## config.mk

```make
export PLATFORM = sky130hd
export DESIGN_NAME = periodic_timer_queue_unit
export DESIGN_NICKNAME = d
export VERILOG_FILES = /design/src/design/ptq_pkg.sv /design/src/design/periodic_timer_queue_unit.sv /design/src/design/ptq_ctrl.sv /design/src/design/ptq_datapath.sv
export VERILOG_INCLUDE_DIRS = /design/src /design/src/design
export SDC_FILE = /design/constraint.sdc
export NUM_CORES = 2
export LEC_CHECK = 0
export BUFFER_PORTS_ARGS = -buffer_cell sky130_fd_sc_hd__buf_2
export CAP_MARGIN = 20
export CORE_MARGIN = 5
export CORE_UTILIZATION = 58
export DETAILED_ROUTE_END_ITERATION = 6
export PLACE_DENSITY = 0.77
export SETUP_SLACK_MARGIN = 0.2
export SLEW_MARGIN = 10
export SYNTH_ARGS = -nofsm -noshare
export SYNTH_HDL_FRONTEND = slang
export SYNTH_SLANG_ARGS = --single-unit
```

## constraint.sdc

```tcl
create_clock -name clk -period 8.1 [get_ports clk]
set_input_delay 0.405 -clock clk [delete_from_list [all_inputs] [get_ports clk]]
set_output_delay 0.405 -clock clk [all_outputs]
set_load 0.01 [all_outputs]
```

## src/design/periodic_timer_queue_unit_defines.svh

```systemverilog
// Assertion helpers used by the timer queue datapath.
// Each macro expects clk and rst_n to be visible where it is used.
`ifndef PERIODIC_TIMER_QUEUE_UNIT_DEFINES_SVH
`define PERIODIC_TIMER_QUEUE_UNIT_DEFINES_SVH

// Same-cycle implication, checked only out of reset.
`define PTQ_ASSERT_NOW(label, ante, cons, msg) \
  label: assert property (@(posedge clk) disable iff (!rst_n) (ante) |-> (cons)) \
    else $error(msg);

// Next-cycle implication, checked only out of reset.
`define PTQ_ASSERT_NEXT(label, ante, cons, msg) \
  label: assert property (@(posedge clk) disable iff (!rst_n) (ante) |=> (cons)) \
    else $error(msg);

`endif

```

## src/design/ptq_pkg.sv

```systemverilog
package ptq_pkg;

  localparam int PTQ_DEPTH_DEF = 16;

  localparam int MODE_W   = 2;
  localparam int HANDLE_W = 16;
  localparam int PMS_W    = 16;
  localparam int TPM_W    = 20;
  localparam int TIME_W   = 48;
  localparam int PER_W    = 40;
  localparam int PROD_W   = PMS_W + TPM_W;
  localparam int STAT_W   = 2;
  localparam int QCNT_W   = 5;

  localparam logic [TPM_W-1:0] TPM_RESET = TPM_W'(1000);

  // Item modes.
  localparam logic [MODE_W-1:0] MODE_TICK  = 2'd0;
  localparam logic [MODE_W-1:0] MODE_SET   = 2'd1;
  localparam logic [MODE_W-1:0] MODE_CLEAR = 2'd2;
  localparam logic [MODE_W-1:0] MODE_NOP   = 2'd3;

  // Result status codes.
  localparam logic [STAT_W-1:0] STAT_OK       = 2'd0;
  localparam logic [STAT_W-1:0] STAT_FULL     = 2'd1;
  localparam logic [STAT_W-1:0] STAT_NOTFOUND = 2'd2;

  // Memory read address selects.
  localparam int RD_SEL_W = 3;
  localparam logic [RD_SEL_W-1:0] RD_ZERO = 3'd0;
  localparam logic [RD_SEL_W-1:0] RD_P1   = 3'd1;
  localparam logic [RD_SEL_W-1:0] RD_P2   = 3'd2;
  localparam logic [RD_SEL_W-1:0] RD_M2   = 3'd3;
  localparam logic [RD_SEL_W-1:0] RD_CM1  = 3'd4;

  // Walk pointer operations.
  localparam int PTR_OP_W = 2;
  localparam logic [PTR_OP_W-1:0] PTR_HOLD = 2'd0;
  localparam logic [PTR_OP_W-1:0] PTR_INC  = 2'd1;
  localparam logic [PTR_OP_W-1:0] PTR_DEC  = 2'd2;
  localparam logic [PTR_OP_W-1:0] PTR_CNT  = 2'd3;

  typedef struct packed {
    logic [MODE_W-1:0]   mode;
    logic [HANDLE_W-1:0] handle;
    logic [PMS_W-1:0]    period_ms;
  } in_item_t;

  typedef struct packed {
    logic                fired;
    logic [HANDLE_W-1:0] fired_handle;
    logic [STAT_W-1:0]   status;
    logic [QCNT_W-1:0]   queue_count;
  } out_item_t;

  typedef struct packed {
    logic [TIME_W-1:0]   deadline;
    logic [PER_W-1:0]    period;
    logic [HANDLE_W-1:0] handle;
  } entry_t;

  // Controller to datapath.
  typedef struct packed {
    logic                take;
    logic                rd_en;
    logic [RD_SEL_W-1:0] rd_sel;
    logic                wr_en;
    logic                wr_ent;
    logic [PTR_OP_W-1:0] ptr_op;
    logic                load_ent;
    logic                fire;
    logic                pend_set;
    logic                pend_clr;
    logic                cnt_inc;
    logic                cnt_dec;
    logic                stat_we;
    logic [STAT_W-1:0]   stat_val;
    logic                finish;
  } cmd_t;

  // Datapath to controller.
  typedef struct packed {
    logic [MODE_W-1:0] mode;
    logic              cnt_zero;
    logic              full;
    logic              due;
    logic              pend;
    logic              hmatch;
    logic              ptr_zero;
    logic              has_p1;
    logic              has_p2;
    logic              ptr_gt1;
    logic              dl_le;
    logic              out_free;
  } stat_t;

endpackage

```

## src/design/periodic_timer_queue_unit.sv

```systemverilog
// Periodic timer queue: up to DEPTH periodic timers kept sorted by deadline.
// Input channel (in_valid/in_ready/in_data) takes one item at a time: a tick
// advances the 48-bit time counter and services at most the front timer, a
// set arms a timer period_ms * ticks_per_ms ticks from now, a clear removes
// the first timer with a matching handle (or marks the front for cancel).
// Every item gives exactly one result item on out_valid/out_ready/out_data.
// cfg_we/cfg_data write ticks_per_ms; write it only while the block is idle.
// After acceptance an item passes through dispatch, then any entry writes (none,
// one written in place, or a walk of the list for an insert or removal), then
// the result state that loads the output register.
// The walk moves one entry per cycle through the single write and single
// registered read port of the entry memory, so an item's run time grows with
// the number of entries it shifts or searches.
// in_ready is high only between items. A finished result sits in the output
// register, and the next item is accepted while it waits; if the receiver
// still stalls when that next result is ready, the block holds and keeps
// in_ready low until out_ready frees the output register.
// Reset (rst_n low, synchronous) empties the queue, zeroes time, clears any
// pending cancel and sets ticks_per_ms to 1000; it needs no clearing pass.
module periodic_timer_queue_unit #(
  parameter int DEPTH = ptq_pkg::PTQ_DEPTH_DEF
) (
  input  logic                      clk,
  input  logic                      rst_n,
  input  logic                      in_valid,
  output logic                      in_ready,
  input  ptq_pkg::in_item_t         in_data,
  output logic                      out_valid,
  input  logic                      out_ready,
  output ptq_pkg::out_item_t        out_data,
  input  logic                      cfg_we,
  input  logic [ptq_pkg::TPM_W-1:0] cfg_data
);
  import ptq_pkg::*;

  // The controller sequences each item; the datapath holds the entry memory,
  // time base, count and result registers and reports compare results.
  cmd_t  cmd;
  stat_t stat;

  ptq_ctrl u_ctrl (
    .clk      (clk),
    .rst_n    (rst_n),
    .in_valid (in_valid),
    .in_ready (in_ready),
    .stat     (stat),
    .cmd      (cmd)
  );

  ptq_datapath #(
    .DEPTH (DEPTH)
  ) u_datapath (
    .clk       (clk),
    .rst_n     (rst_n),
    .in_data   (in_data),
    .cfg_we    (cfg_we),
    .cfg_data  (cfg_data),
    .cmd       (cmd),
    .stat      (stat),
    .out_ready (out_ready),
    .out_valid (out_valid),
    .out_data  (out_data)
  );

endmodule

```

## src/design/ptq_ctrl.sv

```systemverilog
module ptq_ctrl (
  input  logic           clk,
  input  logic           rst_n,
  input  logic           in_valid,
  output logic           in_ready,
  input  ptq_pkg::stat_t stat,
  output ptq_pkg::cmd_t  cmd
);
  import ptq_pkg::*;

  localparam logic [2:0] ST_IDLE     = 3'd0;
  localparam logic [2:0] ST_DISPATCH = 3'd1;
  localparam logic [2:0] ST_SRCH     = 3'd2;
  localparam logic [2:0] ST_DN_DROP  = 3'd3;
  localparam logic [2:0] ST_DN_INS   = 3'd4;
  localparam logic [2:0] ST_UP       = 3'd5;
  localparam logic [2:0] ST_WR_E     = 3'd6;
  localparam logic [2:0] ST_RESULT   = 3'd7;

  logic [2:0] state_r;
  logic [2:0] state_nxt;
  logic       do_search;

  assign in_ready = (state_r == ST_IDLE);

  always_comb begin
    cmd       = '0;
    state_nxt = state_r;
    do_search = 1'b0;
    case (state_r)
      ST_IDLE: begin
        if (in_valid) begin
          cmd.take   = 1'b1;
          cmd.rd_en  = 1'b1;
          cmd.rd_sel = RD_ZERO;
          state_nxt  = ST_DISPATCH;
        end
      end
      ST_DISPATCH: begin
        case (stat.mode)
          MODE_TICK: begin
            state_nxt = ST_RESULT;
            if (stat.due) begin
              if (stat.pend) begin
                cmd.pend_clr = 1'b1;
                cmd.cnt_dec  = 1'b1;
                if (stat.has_p1) begin
                  cmd.rd_en  = 1'b1;
                  cmd.rd_sel = RD_P1;
                  state_nxt  = ST_DN_DROP;
                end
              end else begin
                cmd.fire     = 1'b1;
                cmd.load_ent = 1'b1;
                if (stat.has_p1) begin
                  cmd.rd_en  = 1'b1;
                  cmd.rd_sel = RD_P1;
                  state_nxt  = ST_DN_INS;
                end else begin
                  state_nxt = ST_WR_E;
                end
              end
            end
          end
          MODE_SET: begin
            if (stat.full) begin
              cmd.stat_we  = 1'b1;
              cmd.stat_val = STAT_FULL;
              state_nxt    = ST_RESULT;
            end else begin
              cmd.load_ent = 1'b1;
              cmd.cnt_inc  = 1'b1;
              cmd.ptr_op   = PTR_CNT;
              if (stat.cnt_zero) begin
                state_nxt = ST_WR_E;
              end else begin
                cmd.rd_en  = 1'b1;
                cmd.rd_sel = RD_CM1;
                state_nxt  = ST_UP;
              end
            end
          end
          MODE_CLEAR: begin
            if (stat.cnt_zero) begin
              cmd.stat_we  = 1'b1;
              cmd.stat_val = STAT_NOTFOUND;
              state_nxt    = ST_RESULT;
            end else begin
              do_search = 1'b1;
            end
          end
          default: begin
            state_nxt = ST_RESULT;
          end
        endcase
      end
      ST_SRCH: begin
        do_search = 1'b1;
      end
      ST_DN_DROP: begin
        cmd.wr_en  = 1'b1;
        cmd.ptr_op = PTR_INC;
        if (stat.has_p2) begin
          cmd.rd_en  = 1'b1;
          cmd.rd_sel = RD_P2;
        end else begin
          state_nxt = ST_RESULT;
        end
      end
      ST_DN_INS: begin
        cmd.wr_en = 1'b1;
        if (stat.dl_le) begin
          cmd.ptr_op = PTR_INC;
          if (stat.has_p2) begin
            cmd.rd_en  = 1'b1;
            cmd.rd_sel = RD_P2;
          end else begin
            state_nxt = ST_WR_E;
          end
        end else begin
          cmd.wr_ent = 1'b1;
          state_nxt  = ST_RESULT;
        end
      end
      ST_UP: begin
        cmd.wr_en = 1'b1;
        if (!stat.dl_le) begin
          cmd.ptr_op = PTR_DEC;
          if (stat.ptr_gt1) begin
            cmd.rd_en  = 1'b1;
            cmd.rd_sel = RD_M2;
          end else begin
            state_nxt = ST_WR_E;
          end
        end else begin
          cmd.wr_ent = 1'b1;
          state_nxt  = ST_RESULT;
        end
      end
      ST_WR_E: begin
        cmd.wr_en  = 1'b1;
        cmd.wr_ent = 1'b1;
        state_nxt  = ST_RESULT;
      end
      ST_RESULT: begin
        if (stat.out_free) begin
          cmd.finish = 1'b1;
          state_nxt  = ST_IDLE;
        end
      end
      default: begin
        state_nxt = ST_IDLE;
      end
    endcase

    // Handle compare step of a clear, shared by the first and later entries.
    if (do_search) begin
      if (stat.hmatch) begin
        if (stat.ptr_zero) begin
          cmd.pend_set = 1'b1;
          state_nxt    = ST_RESULT;
        end else begin
          cmd.cnt_dec = 1'b1;
          if (stat.has_p1) begin
            cmd.rd_en  = 1'b1;
            cmd.rd_sel = RD_P1;
            state_nxt  = ST_DN_DROP;
          end else begin
            state_nxt = ST_RESULT;
          end
        end
      end else if (stat.has_p1) begin
        cmd.rd_en  = 1'b1;
        cmd.rd_sel = RD_P1;
        cmd.ptr_op = PTR_INC;
        state_nxt  = ST_SRCH;
      end else begin
        cmd.stat_we  = 1'b1;
        cmd.stat_val = STAT_NOTFOUND;
        state_nxt    = ST_RESULT;
      end
    end
  end

  always_ff @(posedge clk) begin
    if (!rst_n) begin
      state_r <= ST_IDLE;
    end else begin
      state_r <= state_nxt;
    end
  end

endmodule

```

## src/design/ptq_datapath.sv

```systemverilog
`include "periodic_timer_queue_unit_defines.svh"

module ptq_datapath #(
  parameter int DEPTH = ptq_pkg::PTQ_DEPTH_DEF
) (
  input  logic                     clk,
  input  logic                     rst_n,
  input  ptq_pkg::in_item_t        in_data,
  input  logic                     cfg_we,
  input  logic [ptq_pkg::TPM_W-1:0] cfg_data,
  input  ptq_pkg::cmd_t            cmd,
  output ptq_pkg::stat_t           stat,
  input  logic                     out_ready,
  output logic                     out_valid,
  output ptq_pkg::out_item_t       out_data
);
  import ptq_pkg::*;

  localparam int AW = $clog2(DEPTH);
  localparam int AX = AW + 1;
  localparam int CW = $clog2(DEPTH + 1);

  entry_t              mem [DEPTH];
  entry_t              rdata_r;
  entry_t              ent_r;
  logic [MODE_W-1:0]   mode_r;
  logic [HANDLE_W-1:0] hd_r;
  logic [PER_W-1:0]    per_r;
  logic [TIME_W-1:0]   time_r;
  logic [TPM_W-1:0]    tpm_r;
  logic [CW-1:0]       cnt_r;
  logic [AW-1:0]       ptr_r;
  logic                pend_r;
  logic                inc_r;
  logic                dec_r;
  logic                fired_r;
  logic [HANDLE_W-1:0] fh_r;
  logic [STAT_W-1:0]   status_r;
  logic                out_valid_r;
  out_item_t           out_data_r;

  logic [PROD_W-1:0]   prod;
  logic [AX-1:0]       ptr_x;
  logic [AX-1:0]       cnt_x;
  logic [AX-1:0]       rd_addr_x;
  logic [AW-1:0]       rd_addr;
  logic [TIME_W-1:0]   tick_dl;
  logic [TIME_W-1:0]   set_dl;
  logic [TIME_W-1:0]   base_dl;
  logic [TIME_W-1:0]   tie_dl;
  logic [CW-1:0]       cnt_adj;

  assign prod  = PROD_W'(in_data.period_ms) * PROD_W'(tpm_r);
  assign ptr_x = AX'(ptr_r);
  assign cnt_x = AX'(cnt_r);

  always_comb begin
    case (cmd.rd_sel)
      RD_ZERO: rd_addr_x = '0;
      RD_P1:   rd_addr_x = ptr_x + AX'(1);
      RD_P2:   rd_addr_x = ptr_x + AX'(2);
      RD_M2:   rd_addr_x = ptr_x - AX'(2);
      RD_CM1:  rd_addr_x = cnt_x - AX'(1);
      default: rd_addr_x = '0;
    endcase
  end
  assign rd_addr = rd_addr_x[AW-1:0];

  // Re-armed timer goes one period past now; a new timer that would not
  // land after the front is pushed to one millisecond past the front.
  assign tick_dl = time_r + TIME_W'(rdata_r.period);
  assign base_dl = time_r + TIME_W'(per_r);
  assign tie_dl  = rdata_r.deadline + TIME_W'(tpm_r);
  assign set_dl  = (cnt_r != '0 && base_dl <= rdata_r.deadline) ? tie_dl : base_dl;

  assign cnt_adj = cnt_r + CW'(inc_r) - CW'(dec_r);

  assign stat.mode     = mode_r;
  assign stat.cnt_zero = (cnt_r == '0);
  assign stat.full     = (cnt_r == CW'(DEPTH));
  assign stat.due      = (cnt_r != '0) && (time_r >= rdata_r.deadline);
  assign stat.pend     = pend_r;
  assign stat.hmatch   = (rdata_r.handle == hd_r);
  assign stat.ptr_zero = (ptr_r == '0);
  assign stat.has_p1   = (ptr_x + AX'(1)) < cnt_x;
  assign stat.has_p2   = (ptr_x + AX'(2)) < cnt_x;
  assign stat.ptr_gt1  = ptr_r > AW'(1);
  assign stat.dl_le    = (rdata_r.deadline <= ent_r.deadline);
  assign stat.out_free = !out_valid_r || out_ready;

  assign out_valid = out_valid_r;
  assign out_data  = out_data_r;

  // Entry memory: one write and one registered read per cycle.
  always_ff @(posedge clk) begin
    if (cmd.wr_en) begin
      mem[ptr_r] <= cmd.wr_ent ? ent_r : rdata_r;
    end
    if (cmd.rd_en) begin
      rdata_r <= mem[rd_addr];
    end
  end

  // Item fields, the entry being placed and the result fields.
  always_ff @(posedge clk) begin
    if (cmd.take) begin
      mode_r <= in_data.mode;
      hd_r   <= in_data.handle;
      per_r  <= PER_W'(prod);
    end
    if (cmd.load_ent) begin
      if (mode_r == MODE_TICK) begin
        ent_r <= '{deadline: tick_dl, period: rdata_r.period, handle: rdata_r.handle};
      end else begin
        ent_r <= '{deadline: set_dl, period: per_r, handle: hd_r};
      end
    end
    if (cmd.take) begin
      fired_r  <= 1'b0;
      fh_r     <= '0;
      status_r <= STAT_OK;
    end else begin
      if (cmd.fire) begin
        fired_r <= 1'b1;
        fh_r    <= rdata_r.handle;
      end
      if (cmd.stat_we) begin
        status_r <= cmd.stat_val;
      end
    end
    if (cmd.finish) begin
      out_data_r <= '{fired: fired_r, fired_handle: fh_r, status: status_r,
                      queue_count: QCNT_W'(cnt_adj)};
    end
  end

  always_ff @(posedge clk) begin
    if (!rst_n) begin
      time_r      <= '0;
      tpm_r       <= TPM_RESET;
      cnt_r       <= '0;
      ptr_r       <= '0;
      pend_r      <= 1'b0;
      inc_r       <= 1'b0;
      dec_r       <= 1'b0;
      out_valid_r <= 1'b0;
    end else begin
      if (cfg_we) begin
        tpm_r <= cfg_data;
      end
      if (cmd.take && in_data.mode == MODE_TICK) begin
        time_r <= time_r + TIME_W'(1);
      end
      if (cmd.take) begin
        ptr_r <= '0;
      end else begin
        case (cmd.ptr_op)
          PTR_HOLD: ptr_r <= ptr_r;
          PTR_INC:  ptr_r <= ptr_r + AW'(1);
          PTR_DEC:  ptr_r <= ptr_r - AW'(1);
          PTR_CNT:  ptr_r <= AW'(cnt_r);
          default:  ptr_r <= ptr_r;
        endcase
      end
      if (cmd.pend_set) begin
        pend_r <= 1'b1;
      end else if (cmd.pend_clr) begin
        pend_r <= 1'b0;
      end
      if (cmd.take) begin
        inc_r <= 1'b0;
        dec_r <= 1'b0;
      end else begin
        if (cmd.cnt_inc) begin
          inc_r <= 1'b1;
        end
        if (cmd.cnt_dec) begin
          dec_r <= 1'b1;
        end
      end
      if (cmd.finish) begin
        cnt_r       <= cnt_adj;
        out_valid_r <= 1'b1;
      end else if (out_ready) begin
        out_valid_r <= 1'b0;
      end
    end
  end

  `PTQ_ASSERT_NOW(a_rd_wr_apart, cmd.rd_en && cmd.wr_en, rd_addr != ptr_r, "read and write collide")
  `PTQ_ASSERT_NOW(a_pend_nonempty, pend_r, cnt_r != '0, "cancel pending on empty queue")
  `PTQ_ASSERT_NEXT(a_cnt_only_at_finish, !cmd.finish, $stable(cnt_r), "count moved mid item")
  `PTQ_ASSERT_NOW(a_finish_free, cmd.finish, stat.out_free, "result overwrites waiting item")

endmodule

```

; After elaboration in Yosys (flattened, before gate mapping)
; Memories as Yosys holds them, arrays and structs flattened. A register that Yosys moved wholly into a read port is not among the register bits.
; Cells that the tools add are included.
[word_totals]
mem_bits_rw = 1664
romBits = 0
latchBits = 0
elab_cells = 172
n_memories = 1
reg_bits = 285
[op_classes]
bitwise_logic = 1
reduce_logical = 18
div = 0
shifts = 0
n_eq_ne = 24
order_cmp = 6
n_addsub = 12
mul = 1
n_mux = 86
[memory_table]
columns = name, depth, width, read_ports, rd_ports_with_merged_regs, write_ports, line_no
row1 = u_datapath.mem, 16, 104, 1, 1, 1, ptq_datapath.sv:23  ; entry_t mem [DEPTH];
[ops]
columns = cell, n
row1 = 104-bit 2-to-1 mux, 2
row2 = 48-bit <= comparator, 2
row3 = 3-bit 2-to-1 mux, 20
row4 = 4-bit 2-to-1 mux, 13
row5 = 48-bit by 1-bit adder with 48-bit output (second input constant), 1
row6 = 48-bit by 20-bit adder with 48-bit output, 1
row7 = 48-bit by 36-bit adder with 48-bit output, 1
row8 = 48-bit by 40-bit adder with 48-bit output, 1
row9 = 48-bit greater-or-equal comparator, 1
row10 = 48-bit 2-to-1 mux, 1
row11 = 16-bit by 20-bit multiplier with 36-bit output, 1
row12 = 1-bit 2-to-1 mux, 26
row13 = 2-bit 2-to-1 mux, 11
row14 = 3-bit one-hot mux with 7 select lines, 1
row15 = 4-bit one-hot mux with 5 select lines, 1
row16 = 16-bit equality test, 1
row17 = 4-bit one-hot mux with 4 select lines, 1
row18 = 3-bit equality test (second input constant), 5
row19 = 3-bit by 2-bit equality test with 1-bit output (second input constant), 4
row20 = 4-bit one-hot mux with 3 select lines, 1
row21 = 5-bit < comparator, 2
row22 = 3-bit by 2-bit inequality test with 1-bit output (second input constant), 3
row23 = 3-bit one-hot mux with 3 select lines, 1
row24 = 2-bit one-hot mux with 4 select lines, 1
row25 = 35 further kinds, 46

; Logic depth before layout (Yosys ltp)
[logic_depth]
word_depth = 12
depth_mapped = 27

; Cells and area by module
; From an unflattened synthesis, not the netlist that was laid out.
[unflattened]
cells_unflattened = 8354
hier_area_um2 = 101915.2
[modules_own_cells]
columns = module, n_inst, area_per_inst_um2, cells_each
row1 = ptq_datapath, 1, 101110.7, 8251
row2 = ptq_ctrl, 1, 804.5, 103

; Worst setup path after synthesis
; OpenSTA, ideal clock, no wires.
[synth_timing]
kind = flip-flop to flip-flop
start = register u_ctrl.state_r[1]
end = memory u_datapath.mem[1][0] (netlist name) (enable)
arrival_ps = 8141
required_time_ps = 7406
stages_incl_launch_ff = 6
setup_ps = 694
setup_slack_ps = -735
n_path_buf = 1
path_cell_list = dfxtp_1 clkbuf_1 nand2_1 xnor2_1 nand2_1 nor3_1
[synth_via]
elab_chain_cells = 5
[synth_lines]
columns = item, line_no
row1 = start: declaration, ptq_ctrl.sv:20  ; logic [2:0] state_r;
row2 = start signal: assignment, ptq_ctrl.sv:189  ; state_r <= state_nxt;
row3 = 3-bit by 2-bit equality test with 1-bit output or 3-bit equality test (tied branches), ptq_ctrl.sv:30  ; case (state_r)
row4 = 4-bit OR reduction (no source line) *, -
row5 = 1-bit 2-to-1 mux *, ptq_ctrl.sv:30
row6 = 1-bit 2-to-1 mux *, ptq_datapath.sv:96  ; if (cmd.wr_en) begin
row7 = 1-bit 2-to-1 mux *, ptq_datapath.sv:97  ; mem[ptr_r] <= cmd.wr_ent ? ent_r : rdata_r;
row8 = end: declaration, ptq_datapath.sv:23
; Every way passes the cells marked *; elsewhere a longest branch is shown, timed or not.

; Worst setup path after layout
[layout_timing]
start = register u_datapath.tpm_r[9]
end = register u_datapath.per_r[33], data pin
[layout_via]
elab_chain_cells = 1
[layout_lines]
columns = item, line_no
row1 = start: declaration, ptq_datapath.sv:30  ; logic [TPM_W-1:0] tpm_r;
row2 = start signal: assignment, ptq_datapath.sv:149  ; tpm_r <= cfg_data;
row3 = 16-bit by 20-bit multiplier with 36-bit output, ptq_datapath.sv:53  ; assign prod = PROD_W'(in_data.period_ms) * PROD_W'(tpm_r);
row4 = via u_datapath.prod[33], ptq_datapath.sv:42  ; logic [PROD_W-1:0] prod;
row5 = end signal: assignment, ptq_datapath.sv:109  ; per_r <= PER_W'(prod);
row6 = end: declaration, ptq_datapath.sv:28  ; logic [PER_W-1:0] per_r;
; The timed path passes the listed nets, and every way through them passes these cells.
; A chain may end at the register's enable or synchronous reset.

==> run_results.csv <==
group,metric,value,unit
floorplan,die_x,435,um
floorplan,initial_core_util,58.1,%
critical_path,arrival,7.85,ns
grt,grt_max_degree,185,
clock_tree,cts_buffers,202,
cells_and_area,nets,8911,
yosys,async_flop_share,0,%
timing,slew_viol_final,0,
power,p_sw_share,39.8,%
yosys,synth-edff-count,1950,
timing,final.min_clock_period,7.25,ns
critical_path,crit_required,8.70,ns
timing,worst_slew_pin_slew,1.10,ns
min_path,hold_class,"input port to register",
floorplan,rows,156,
cells_and_area,fin_area,115000,um^2
grt,first_global_vias,73500,
placed_design,placed_area,108000,um^2
timing,fin_tns_setup,0,ns
routing,first_iter_violations,11100,
yosys,syn_area,105000,um^2
cells_and_area,finish.utilization,63.6,%
power,pwr-share-clk,21.0,%
yosys,synth_seq_area_share,57.8,%
power,netSwitchingPower,17.1,mW
clock_tree,cts_setup_buffers,0,
timing,hold_viol,0,
placed_design,dp_hpwl,172,mm
placed_design,pre_cts_ws,0.851,ns
critical_path,path_cells,"nand2_1, fa_1, inv_1, fa_1, inv_1, fa_1, fa_1, inv_1, fa_1, inv_1, fa_1, inv_1, ha_1, o21ai_0, a21oi_1, and3_1, a221oi_1, a21oi_1, a221oi_1, a211oi_1, nand2b_1, a21oi_1, nor2_1, xnor2_1",
floorplan,core,180000,um^2
yosys,syn-instance-count,8323,
power,p_leak,44.0,nW
routing,post-route-drc-count,0,
routing,vias,74700,
timing,relSlewSlack,26.4,%
clock_tree,clock_sinks,2053,
flow_run,drv_cap,0,
grt,grt_pass1_wl,458,mm
yosys,synthFlopType,"edfxtp_1",
routing,drt.antenna.violating_nets,0,
power,ir_drop,433,uV
critical_path,startpoint_type,"register",
critical_path,cp_max_fo,18,
grt,grt_overflow,0,
cells_and_area,area_delta_synth_final,9.35,%
yosys,ys_warn_count,0,
yosys,synth-seq-cells,2053,
routing,routedWlPerCell,28.5,um
critical_path,cp_common_cell,"fa_1",
timing,min_period_over_period,89.5,%
power,power,43.0,mW
placed_design,place_inst,10300,
placed_design,finalWeightedCongestion,0.952,
cells_and_area,fillers,13000,
floorplan,die_y,435,um
power,pwr-share-seq,38.4,%
cells_and_area,finalNonFillerCells,10800,
clock_tree,cts_hold_buf,39,
cells_and_area,final_common_cell,"edfxtp_1",
yosys,synth_cell_types,78,
routing,wl,307,mm
timing,hold_slack,0.103,ns
critical_path,worstSetupEndpointType,"register",
timing,max_freq,0.138,GHz
yosys,syn_nets,9013,
critical_path,slowest_delay,0.83,ns
clock_tree,htreeDepth,4,
critical_path,cpMaxStageDelayCell,"dfxtp_1",
power,combPwrFrac,40.6,%
yosys,ys_top_cells_by_area,"edfxtp_1 (56%), fa_1 (4.8%), ha_1 (4.5%)",
timing,worst_slack,0.847,ns
clock_tree,clk_pin_slew,0.06,ns
timing,rsz0062_at_grt,"no",
grt,antenna_found_initial,17,
yosys,syn_avg_cell_area,12.6,um^2
clock_tree,cts_buffer_depth,3,
run_status,outcome,"finished, final reports clean",
floorplan,ios,85,
placed_design,port_buffers,84,
cells_and_area,mostFrequentLayoutCells,"edfxtp_1 (1,950), nand2_1 (633), nand3_1 (581), inv_1 (412), a21oi_1 (388)",
power,internal-power,25.9,mW
clock_tree,insertion_delay,0.87,ns
clock_tree,cts-root-buf,"clkbuf_16",
cells_and_area,drive_gt1_share,8.61,%
timing,skew,0.0531,ns
clock_tree,cts_tree,"built",
clock_tree,cts_repair_resize_count,0,
yosys,synth_top_area_share,55.8,%
routing,drtPass1Iterations,6,
grt,grt.total_usage,31.4,%
power,powerDensity,375,nW/um^2
routing,viasPerCell,6.94,
yosys,yosysTopAreaCell,"edfxtp_1",
timing,setup_violations,0,
critical_path,criticalPathCategory,"register to register",
floorplan,dieArea,189000,um^2
[kinds of logic (layout without fill, tap and decap cells)]
logic type | count (synthesis) | after routing | share of synthesized area [%]
AO/OA/AOI/OAI | 1769 | 1769 | 12.0
XOR/XNOR | 228 | 228 | 1.90
adder cells (fa/ha/maj) | 631 | 631 | 9.35
buffers and inverters | 1023 | 1090 | 3.95
flip-flops | 2053 | 2053 | 57.8
multiplexers | 374 | 374 | 3.70
other | 0 | 2 | 0
AND/OR/NAND/NOR | 2245 | 2245 | 11.3
[sequential cells by signal (all words and copies together), names as in the netlist]
| register | cells |
|---|---|
| u_datapath.hd_r | 16 |
| u_datapath.rdata_r | 104 |
| u_datapath.fh_r | 16 |
| u_datapath.out_valid | 1 |
| u_datapath.tpm_r | 20 |
| u_datapath.mode_r | 2 |
| u_datapath.per_r | 36 |
| u_datapath.ptr_r | 4 |
| u_datapath.dec_r | 1 |
| u_datapath.pend_r | 1 |
| u_datapath.time_r | 48 |
| u_datapath.fired_r | 1 |
| u_datapath.out_data | 24 |
| u_datapath.inc_r | 1 |
| u_datapath.ent_r | 104 |
| u_ctrl.state_r | 3 |
| u_datapath.mem | 1664 |
| u_datapath.status_r | 2 |
| u_datapath.cnt_r | 5 |
[routing by layer]
metal | vias to the layer above | GRT usage, % | share of wire [%]
met2 | 5234 | 48.7 | 46
met4 | 8 | 11.9 | 3.8
li1 | 31600 | - | -
met3 | 847 | 7.15 | 13
met5 | - | 0 | 0.017
met1 | 37000 | 43.8 | 37
[worst max-delay path: cells and delay by family (launching register included)]
kind | cells | cell delay [ns]
AND/OR/NAND/NOR | 4 | 0.62
XOR/XNOR | 1 | 0.11
flip-flops | 1 | 0.83
AO/OA/AOI/OAI | 7 | 1.81
adder cells (fa/ha/maj) | 7 | 3.37
buffers and inverters | 5 | 0.26
[power by group through the flow]
stage	registers, mW	clock network (mW)	logic, mW
4_1_cts	16.4	9.08	17.1
3_3_place_gp	16.6	0	16.5
5_1_grt	16.5	9.55	18.9
3_5_place_dp	16.6	0	16.9
6_report	16.5	9.05	17.5
2_1_floorplan	16.1	0	11.3
[layout make-up]
class | instances | area [um^2] | share of cell area [%]
Clock inverter | 124 | 952 | 0.831
Inverter | 414 | 1560 | 1.36
Multi-Input combinational cell | 5247 | 40300 | 35.2
Clock buffer | 249 | 5350 | 4.66
Timing Repair Buffer | 303 | 2860 | 2.49
Sequential cell | 2053 | 60600 | 52.9
Antenna cell | 2 | 5.00 | 0.00437
Tap cell | 2370 | 2970 | 2.59
[path summary, 6_finish.rpt]
kind / from / endpoint / slack, ns / cells past startpoint
setup / recovery: u_datapath.tpm_r[9]$_SDFFE_PN1P_ / u_datapath.per_r[33]$_DFFE_PP_ / 0.85 / 24
setup reg to reg: u_datapath.tpm_r[9]$_SDFFE_PN1P_ / u_datapath.per_r[33]$_DFFE_PP_ / 0.85 / 24
hold reg to reg: u_datapath.fh_r[11]$_SDFFE_PP0P_ / u_datapath.out_data[18]$_DFFE_PP_ / 0.43 / 0
hold / removal: in_valid / u_datapath.status_r[0]$_SDFFE_PP0P_ / 0.10 / 3
[Yosys cell counts (all sizes together) (6+ instances only)]
cell and count:
a32oi 207, clkbuf 472, a221o 216, a211oi 23
nor4 17, mux2 111, ha 377, a221oi 19
or3 22, o31ai 6, a31oi 13, nor4b 207
o21bai 18, o21a 15, nor2b 49, xor2 75
o211ai 11, a211o 8, dfxtp 103, a21oi 389
o22ai 9, nor2 174, or2 13, inv 412
a21o 84, buf 137, and4 11, xnor2 153
a21boi 13, nand4 57, o21ai 380, nand2b 30
fa 254, a2111oi 208, nand2 638, nand3 582
a22oi 107, and3 234, mux2i 263, nor3 37
edfxtp 1950, and2 168
(Power assumes the default switching activity.)
